**config.mk**
```make
export PLATFORM = sky130hd
export DESIGN_NAME = mss_cell
export DESIGN_NICKNAME = d
export VERILOG_FILES = /design/src/hw/rtl/mss_pkg.sv /design/src/hw/rtl/mss_cell.sv
export SDC_FILE = /design/constraint.sdc
export NUM_CORES = 1
export LEC_CHECK = 0
export BUFFER_PORTS_ARGS = -buffer_cell sky130_fd_sc_hd__buf_4
export CELL_PAD_IN_SITES_DETAIL_PLACEMENT = 1
export CELL_PAD_IN_SITES_GLOBAL_PLACEMENT = 2
export CORE_UTILIZATION = 25
export CTS_CLUSTER_DIAMETER = 40
export CTS_CLUSTER_SIZE = 10
export DETAILED_ROUTE_END_ITERATION = 12
export PLACE_DENSITY_LB_ADDON = 0.2
export SKIP_CTS_REPAIR_TIMING = 1
export SLEW_MARGIN = 30
export SYNTH_ARGS = -nofsm -noshare
export SYNTH_HDL_FRONTEND = slang
export SYNTH_SLANG_ARGS = --single-unit
```
**constraint.sdc**
```tcl
create_clock -name clock -period 4.7 [get_ports clock]
set_input_delay 0 -clock clock [delete_from_list [all_inputs] [get_ports clock]]
set_output_delay 0 -clock clock [all_outputs]
set_load 0.1 [all_outputs]
```
**src/hw/rtl/mss_pkg.sv**
```systemverilog
`timescale 1ns / 1ps
`default_nettype none
package mss_pkg;

   localparam int unsigned WordWidth = 32;

   // What one cell shows to its neighbors.
   typedef struct packed {
      logic                        valid;
      logic                        take;
      logic signed [WordWidth-1:0] value;
   } cell_bus_type;

   // Operation applied to every cell of the row together.
   typedef struct packed {
      logic insert;
      logic drain;
   } row_ctl_type;

endpackage
`default_nettype wire

```
**src/hw/rtl/mss_cell.sv**
```systemverilog
`timescale 1ns / 1ps
`default_nettype none
module mss_cell (
   input  wire logic                                        clock,
   input  wire logic                                        reset,
   input  wire mss_pkg::row_ctl_type                        ctl,
   input  wire logic signed [mss_pkg::WordWidth-1:0]        new_value,
   input  wire mss_pkg::cell_bus_type                       left,
   input  wire mss_pkg::cell_bus_type                       right,
   output mss_pkg::cell_bus_type                            self
);
   import mss_pkg::*;

   logic                        valid_ff;
   logic                        valid_in;
   logic signed [WordWidth-1:0] value_ff;
   logic signed [WordWidth-1:0] value_in;
   logic                        take;

   // An empty cell, or one holding a strictly larger value, gives way to the new value.
   assign take = !valid_ff || (value_ff > new_value);

   always_comb begin
      valid_in = valid_ff;
      value_in = value_ff;
      if (ctl.drain) begin
         valid_in = right.valid;
         value_in = right.value;
      end else if (ctl.insert) begin
         valid_in = valid_ff | left.valid;
         if (left.take) begin
            value_in = left.value;
         end else if (take) begin
            value_in = new_value;
         end
      end
   end

   always_ff @(posedge clock) begin
      if (reset) begin
         valid_ff <= 1'b0;
      end else begin
         valid_ff <= valid_in;
      end
   end

   always_ff @(posedge clock) begin
      value_ff <= value_in;
   end

   assign self.valid = valid_ff;
   assign self.take  = take;
   assign self.value = value_ff;

endmodule
`default_nettype wire

```
Yosys cells after proc, flatten, opt, wreduce, memory -nomap -nowiden
Cells that the tools add are included.
W data, S select, Z words.
{ "word_totals": {"regBits": 33, "latchBits": 0, "ramBits": 0, "romBits": 0, "input_bits": 104, "out_inout_bits": 34, "wordCells": 15, "n_memories": 0} }
{ "classes": {"addsub": 0, "multipliers": 0, "div": 0, "order_cmp": 1, "eq_ne": 0, "shift": 0, "muxes": 6, "bitwise": 1, "n_reduce_logical": 5} }
{ "op_table": {"columns": ["cell", "n"], "rows": [
  ["$mux W32", 4],
  ["$gt A32 B32 Y1", 1],
  ["$reduce_bool A3 Y1", 1],
  ["$mux W1", 2],
  ["$reduce_and A2 Y1", 1],
  ["$reduce_bool A2 Y1", 1],
  ["$logic_not A1 Y1", 1],
  ["$logic_or A1 B1 Y1", 1],
  ["$or A1 B1 Y1", 1]
]} }

Depth between registers and ports, before layout
Gate-level depths: netlist of the first run.
{ "logic_depth": {"depth_word": 6, "mapped_depth": 9, "depth_no_buf": 8} }

Worst setup path before layout of the first run
OpenSTA, ideal clock, no wires.
{ "synth_path": {"path_kind": "reg-to-reg", "from": "reg value_ff[25]", "to": "reg value_ff[0] (enable)", "setup_time_ps": 424, "arrival_time_ps": 3844, "required_ps": 4276, "setup_slack_ps": 432, "stages_incl_launch_ff": 8, "n_path_buf": 0, "period_less_slack_ps": 4268, "path_cell_list": "edfxtp_1 > ha_1 > a21o_1 > nand3_2 > a21oi_1 > or4_4 > and3b_4 > o31ai_2"} }
{ "synth_via": {"elab_chain_cells": 4} }
{ "synth_rtl": {"columns": ["item", "line_no", "rtl"], "rows": [
  ["start: declaration", "mss_cell.sv:16", "logic signed [WordWidth-1:0] value_ff;"],
  ["start signal: assignment", "mss_cell.sv:48", "value_ff <= value_in;"],
  ["$gt A32 B32 Y1", "mss_cell.sv:21", "assign take = !valid_ff || (value_ff > new_value);"],
  ["$logic_or A1 B1 Y1", "mss_cell.sv:21", null],
  ["$reduce_bool A3 Y1 (no source line)", null, null],
  ["$reduce_and A2 Y1 (no source line)", null, null]
]} }
No other way between the ends.
A chain may end at the register's enable or synchronous reset.

Worst setup path after layout of the first run
{ "layout_path": {"from": "reg value_ff[31]", "to": "reg value_ff[12] (enable)"} }
Same word-level chain as after synthesis.

==> results of run 1 <==
-- synth_stat cells --
master / count / area share (%)
o21a_1: 1 / 0.30
nand4_1: 6 / 1.5
o21ai_0: 36 / 7.1
o2bb2ai_1: 1 / 0.35
nor2_1: 4 / 0.59
mux2i_1: 32 / 13
a311oi_2: 1 / 0.59
o31ai_2: 1 / 0.50
buf_4: 2 / 0.59
clkbuf_1: 8 / 1.2
a211oi_2: 1 / 0.50
nand3_1: 4 / 0.79
a2111oi_0: 1 / 0.35
a21oi_1: 17 / 3.4
and3b_4: 1 / 0.50
a21o_1: 3 / 0.89
dfxtp_1: 1 / 0.79
nand3_2: 1 / 0.40
buf_2: 3 / 0.59
a211o_1: 1 / 0.35
a211oi_1: 1 / 0.30
edfxtp_1: 32 / 38
inv_1: 33 / 4.9
or4_4: 1 / 0.45
nand2_1: 40 / 5.9
nor4_1: 2 / 0.50
ha_1: 32 / 16
-- area by class of cell --
class                      instances  area, µm²  area share, %
clock inverter                     1      3.754        0.09836
inverter                          33      123.9          3.246
tap                              133      166.4          4.361
clock buffer                       6      72.57          1.902
sequential                        33      980.9          25.70
timing repair buffer             143       1101          28.85
multi-input combinational        187       1368          35.84
-- cell usage in the layout, fill, tap and decap left out, types with 2 or more instances in the layout --
master and count:
edfxtp_1 32, nor4_1 2, ha_1 32, clkbuf_8 5
nand4_1 6, buf_4 136, inv_1 33, dlygate4sd3_1 6
a21o_1 3, mux2i_1 32, a21oi_1 17, nand3_1 4
o21ai_0 36, nor2_1 4, nand2_1 40
-- power by group through the flow --
stage | combinational, W | sequential [W] | clock, W
floorplan | 0.000136 | 0.000609 | 0
global placement | 0.000515 | 0.000387 | 0
detailed placement | 0.000520 | 0.000388 | 0
CTS | 0.000522 | 0.000382 | 0.000220
global route | 0.000559 | 0.000384 | 0.000229
finish | 0.000520 | 0.000381 | 0.000202
-- logic make-up (layout without fill, tap and decap cells) --
logic type | Yosys count | after routing | synth area share [%]
AOI/OAI and AO/OA | 64 | 64 | 14.63
and+or+nand+nor | 59 | 59 | 10.66
buffers and inverters | 46 | 183 | 7.288
DFF | 33 | 33 | 38.87
adders and majority gates | 32 | 32 | 15.86
muxes | 32 | 32 | 12.69
-- registers in the layout (all words and copies together) (netlist names) --
name      cells
valid_ff      1
value_ff     32
-- worst max-delay path: stages, from the launching register on --
cell and delay [ns]:
edfxtp_1 0.41, ha_1 0.38, nand4_1 0.22, nor4_1 0.72, a211oi_2 0.24, o31ai_4 0.85
buf_12 0.26
-- worst max-delay path by stage --
stage	startpoint	endpoint	slack (ns)	cells past startpoint
2_1_floorplan	value_ff[25]$_DFFE_PP_	value_ff[0]$_DFFE_PP_	0.43	7
5_1_grt	value_ff[31]$_DFFE_PP_	value_ff[12]$_DFFE_PP_	1.09	6
4_1_cts	value_ff[31]$_DFFE_PP_	value_ff[12]$_DFFE_PP_	1.27	6
3_5_place_dp	value_ff[31]$_DFFE_PP_	value_ff[14]$_DFFE_PP_	1.31	6
6_report	value_ff[31]$_DFFE_PP_	value_ff[12]$_DFFE_PP_	1.33	6
3_3_place_gp	value_ff[31]$_DFFE_PP_	value_ff[14]$_DFFE_PP_	1.34	6
-- stage by stage --
| step | util [%] | hold WS, ns |
|---|---|---|
| CTS | 38.43 | -0.1515 |
| floorplan | - | 0.07238 |
| finish | 39.04 | -0.007459 |
| global route | 39.04 | 0.002463 |
| global placement | 37.65 | 0.1603 |
| detailed placement | 37.65 | 0.1636 |
-- per-layer routing --
layer  share of wire, %  routed length [µm]
met5                  0                   0
met1                 45                3341
met4                1.1                  79
met3                5.7                 427
met2                 49                3651
==> out/results.tsv, run 1 <==
stage	metric	value	unit
final_layout	Nets	539	
pwr	Sequential Power Share	34.5	%
worst_setup_path	Worst EP arrival	3.35	ns
floorplan	full die area	10500	µm²
timing	final clock skew	0.008394	ns
status	status	finished with violations	
drt	# DRC	0	
pwr	Int Power	0.0006256	W
worst_setup_path	critical path capture point type	flop	
min_path	min-delay src	right[29]	
final_layout	Finished Layout Cells	536	
placed_design	Final Wtd Congestion	0.6794	
worst_setup_path	reg-to-reg startpoint	value_ff[31]$_DFFE_PP_	
worst_setup_path	R2R depth	6	
floorplan	CORE AREA	9774	µm²
timing	Worst Tran Pin Value	0.9091	ns
synth	Synth Cell Area	2524	µm²
min_path	Worst Hold Endpoint	value_ff[29]$_DFFE_PP_	
grt	GRT overflow	0	
pwr	Comb pwr share	47.1	%
drt	routed len/inst	13.99	µm
pwr	Sw Ratio	43.29	%
timing	final setup violation count	0	
grt	GR Util met3	2.804	%
worst_setup_path	reg-to-reg slack, setup	1.33	ns
grt	global routing's busiest layer	met2	
timing	RSZ-0062 raised after global routing	false	
status	violated checks	hold timing	
grt	initial antenna violation count	0	
final_layout	antenna diode count	0	
synth	Synth Instances	266	
grt	All-Layer GR Usage	14.20	%
synth	Netlist cell types	27	
pwr	clock network fraction of total power	18.4	%
synth	#FFs+latches synth	33	
placed_design	Cells after DPL	523	
grt	vias in the first global route	2409	
final_layout	Layout Cell Area excl Fill	3816	µm²
drt	WL final	7.499	mm
timing	min Tclk post-route	3.371	ns
synth	Post-Syn Area per Cell	9.487	µm²
grt	global-route met1 utilization	17.57	%
worst_setup_path	CP required	4.68	ns
drt	Vias	2387	
timing	Max Fclk	0.2967	GHz
timing	Final Worst Setup Slack	1.329	ns
cts	clk sink count	33	
synth	part of the Yosys area used for sequential elements	38.87	%
placed_design	Area after DPL	3680	µm²
cts	CTS H-tree lvls	2	
timing	fin crit share	71.72	%
synth	Synthesized Nets	402	
timing	Final Hold Viols	2	
floorplan	Rows	36	
timing	WHS	-0.007459	ns
worst_setup_path	CP Max Fanout	18	
cts	root buffer cell	clkbuf_8	
worst_setup_path	reg2reg end	value_ff[12]$_DFFE_PP_	
pwr	Pwr per Cell Area	289.1	nW/µm²
drt	DRT Pass-1 Iters	4	
worst_setup_path	CP startpoint kind	flop	
worst_setup_path	crit path kind	reg2reg	
floorplan	# IOs	138	
drt	Via density	4.453	
timing	setup TNS	0	ns
drt	antenna-violating nets left	0	
final_layout	share of post-route cells with drive strength above 1	36.72	%
pwr	P_sw	0.0004776	W
min_path	Hold Path Class	in2reg	
grt	pin count of the biggest net entering global routing	68	
cts	Clock transition at path regs	0.07	ns
placed_design	IO Port Bufs	136	
final_layout	Fill cells	1175	
pwr	peak supply drop	0.00009882	V
flow_run	MaxCap Viol Count	0	
min_path	worst hold path depth	3	
timing	Slew HR	39.39	%
cts	clk_lat worst skew	0.28	ns
final_layout	Area growth syn-to-layout	51.21	%
placed_design	DP HPWL	5.882	mm
cts	clk buf depth	2	
timing	Pins Over Slew Limit	0	
grt	GRT met2 Usage	24.62	%
floorplan	Initial Utilization	25.82	%
drt	1st-iter DRT viols	45	
cts	CTS tree	done	
pwr	P_leak	1.912	nW
floorplan	Die W	102.5	µm
floorplan	Die H	102.5	µm
cts	CTS buffer count	5	
pwr	Design Power	0.001103	W
placed_design	pre-CTS setup slack	1.308	ns
grt	first-pass GRT wire length	11.50	mm
synth	Yosys warnings	0	
Note: power is estimated with default switching activity, not from simulation.
==> run 2: changes to the inputs <==
==> constraint.sdc (replaced) <==
create_clock -name clock -period 3.3 [get_ports clock]
set_input_delay 0 -clock clock [delete_from_list [all_inputs] [get_ports clock]]
set_output_delay 0 -clock clock [all_outputs]
set_load 0.1 [all_outputs]
==> run 2 against run 1 <==
  * The flow still finishes with violations (hold timing)
  * Via count grew 0.25%
  * Wire length grew 1.2%
  * Combinational power grew 42%
  * Fmax grew 20%
  * Clock power grew 50%
  * Setup slack lost 0.83 ns
  * First-iteration DRC count grew 4.4%
  * Sequential power grew 43%
==> out/results.tsv, run 2 (synthesis results as in run 1) <==
stage	metric	value	unit	change
grt	All-Layer GR Usage	14.77	%	+0.57 points
status	violated checks	hold timing		
drt	WL final	7.586	mm	+1.2%
timing	final clock skew	0.004220	ns	-0.004174 ns
pwr	peak supply drop	0.0001552	V	+57%
drt	antenna-violating nets left	0		unchanged
grt	GRT met2 Usage	25.44	%	+0.82 points
final_layout	Layout Cell Area excl Fill	3820	µm²	about the same
final_layout	Nets	541		+0.37%
drt	Vias	2393		+0.25%
worst_setup_path	CP startpoint kind	flop		
grt	global routing's busiest layer	met2		
placed_design	Final Wtd Congestion	0.7118		+4.8%
cts	CTS tree	done		
pwr	Pwr per Cell Area	415.2	nW/µm²	+44%
grt	pin count of the biggest net entering global routing	68		unchanged
worst_setup_path	Worst EP arrival	2.76	ns	-0.59 ns
timing	Max Fclk	0.3572	GHz	+20%
final_layout	most frequent cells in the layout	buf_4, nand2_1, o21ai_0, inv_1		
final_layout	most common cell after layout, fill and taps aside	buf_4		
worst_setup_path	CP Max Fanout	19		+1
timing	final setup violation count	0		unchanged
drt	1st-iter DRT viols	47		+4.4%
worst_setup_path	critical path capture point type	flop		
grt	GR Util met3	3.762	%	+0.96 points
placed_design	DP HPWL	5.970	mm	+1.5%
flow_run	MaxCap Viol Count	0		unchanged
min_path	Hold Path Class	in2reg		
timing	RSZ-0062 raised after global routing	false		
drt	Via density	4.440		-0.31%
grt	GRT overflow	0		unchanged
timing	Worst Tran Pin Value	0.6221	ns	-0.2870 ns
floorplan	Rows	36		unchanged
cts	clk_lat worst skew	0.28	ns	about the same
final_layout	Top reg by flops	value_ff		
timing	min Tclk post-route	2.799	ns	-0.5714 ns
final_layout	Area growth syn-to-layout	51.36	%	about the same
placed_design	IO Port Bufs	136		unchanged
final_layout	Fill cells	1201		+2.2%
timing	WHS	-0.01023	ns	-0.002772 ns
timing	Pins Over Slew Limit	0		unchanged
worst_setup_path	CP required	3.26	ns	-1.42 ns
floorplan	# IOs	138		unchanged
final_layout	max reg flops	32		unchanged
placed_design	pre-CTS setup slack	0.4592	ns	-0.8489 ns
timing	setup TNS	0	ns	unchanged
drt	routed len/inst	14.07	µm	+0.60%
grt	initial antenna violation count	0		unchanged
worst_setup_path	crit path kind	reg2reg		
floorplan	Die W	102.5	µm	unchanged
cts	Clock transition at path regs	0.07	ns	about the same
final_layout	share of post-route cells with drive strength above 1	37.19	%	+0.47 points
floorplan	full die area	10500	µm²	unchanged
cts	clk buf depth	2		unchanged
floorplan	CORE AREA	9774	µm²	unchanged
grt	global-route met1 utilization	18.10	%	+0.53 points
grt	first-pass GRT wire length	11.90	mm	+3.5%
drt	DRT Pass-1 Iters	4		unchanged
final_layout	antenna diode count	0		unchanged
cts	CTS H-tree lvls	2		unchanged
status	status	finished with violations		
timing	Slew HR	58.14	%	+19 points
drt	# DRC	0		unchanged
cts	root buffer cell	clkbuf_8		
cts	CTS buffer count	5		unchanged
cts	clk sink count	33		unchanged
floorplan	Initial Utilization	25.82	%	unchanged
final_layout	top flop regs	value_ff: 32 flops, valid_ff: 1 flops		
pwr	P_leak	1.917	nW	+0.26%
timing	fin crit share	84.82	%	+13 points
timing	Final Worst Setup Slack	0.5008	ns	-0.8286 ns
floorplan	Die H	102.5	µm	unchanged
timing	Final Hold Viols	8		+6
placed_design	Area after DPL	3690	µm²	+0.27%
grt	vias in the first global route	2474		+2.7%
[run 2: critical path, stage by stage (launching register included)]
cell,delay (ns)
edfxtp_1,0.40
ha_1,0.38
nand4_1,0.21
nor4_1,0.62
a211oi_2,0.22
o31ai_4,0.31
buf_4,0.34
[run 2: routing by layer]
layer  vias up  share of wire (%)
met1      1088                 45
met3         6                6.0
met5         -                  0
met2        71                 48
li1       1228                  -
met4         0                1.3
[run 2: power by group]
part	total [W]	leakage (nW)	switching, W	internal [W]
sequential	0.000543	0.343	0.0000263	0.000516
combinational	0.000740	1.53	0.000508	0.000232
clock	0.000303	0.0395	0.000153	0.000150
total	0.00159	1.92	0.000688	0.000898
[run 2: layout make-up]
| class | instances | area, µm² | share of cell area (%) |
|---|---|---|---|
| sequential | 33 | 980.9 | 25.68 |
| tap | 133 | 166.4 | 4.356 |
| clock buffer | 8 | 80.08 | 2.096 |
| inverter | 33 | 123.9 | 3.243 |
| multi-input combinational | 187 | 1368 | 35.80 |
| timing repair buffer | 145 | 1101 | 28.82 |
[run 2: per-stage QoR]
step | total power [W] | util [%] | cells
final | 0.001586 | 39.08 | 539
after global routing | 0.001682 | 39.08 | 539
after CTS | 0.001613 | 38.57 | 534
after detailed placement | 0.001295 | 37.75 | 526
after global placement | 0.001285 | 37.75 | 526
after floorplan | 0.001063 | - | 266
[run 2: path summary, 6_finish.rpt]
| kind | cells after the start | slack, ns | start | to |
|---|---|---|---|---|
| max | 6 | 0.50 | value_ff[31]$_DFFE_PP_ | value_ff[25]$_DFFE_PP_ |
| min | 3 | -0.01 | right[29] | value_ff[29]$_DFFE_PP_ |
| max reg2reg | 6 | 0.50 | value_ff[31]$_DFFE_PP_ | value_ff[25]$_DFFE_PP_ |
| min reg2reg | 4 | 1.06 | valid_ff$_SDFFE_PP0P_ | value_ff[11]$_DFFE_PP_ |
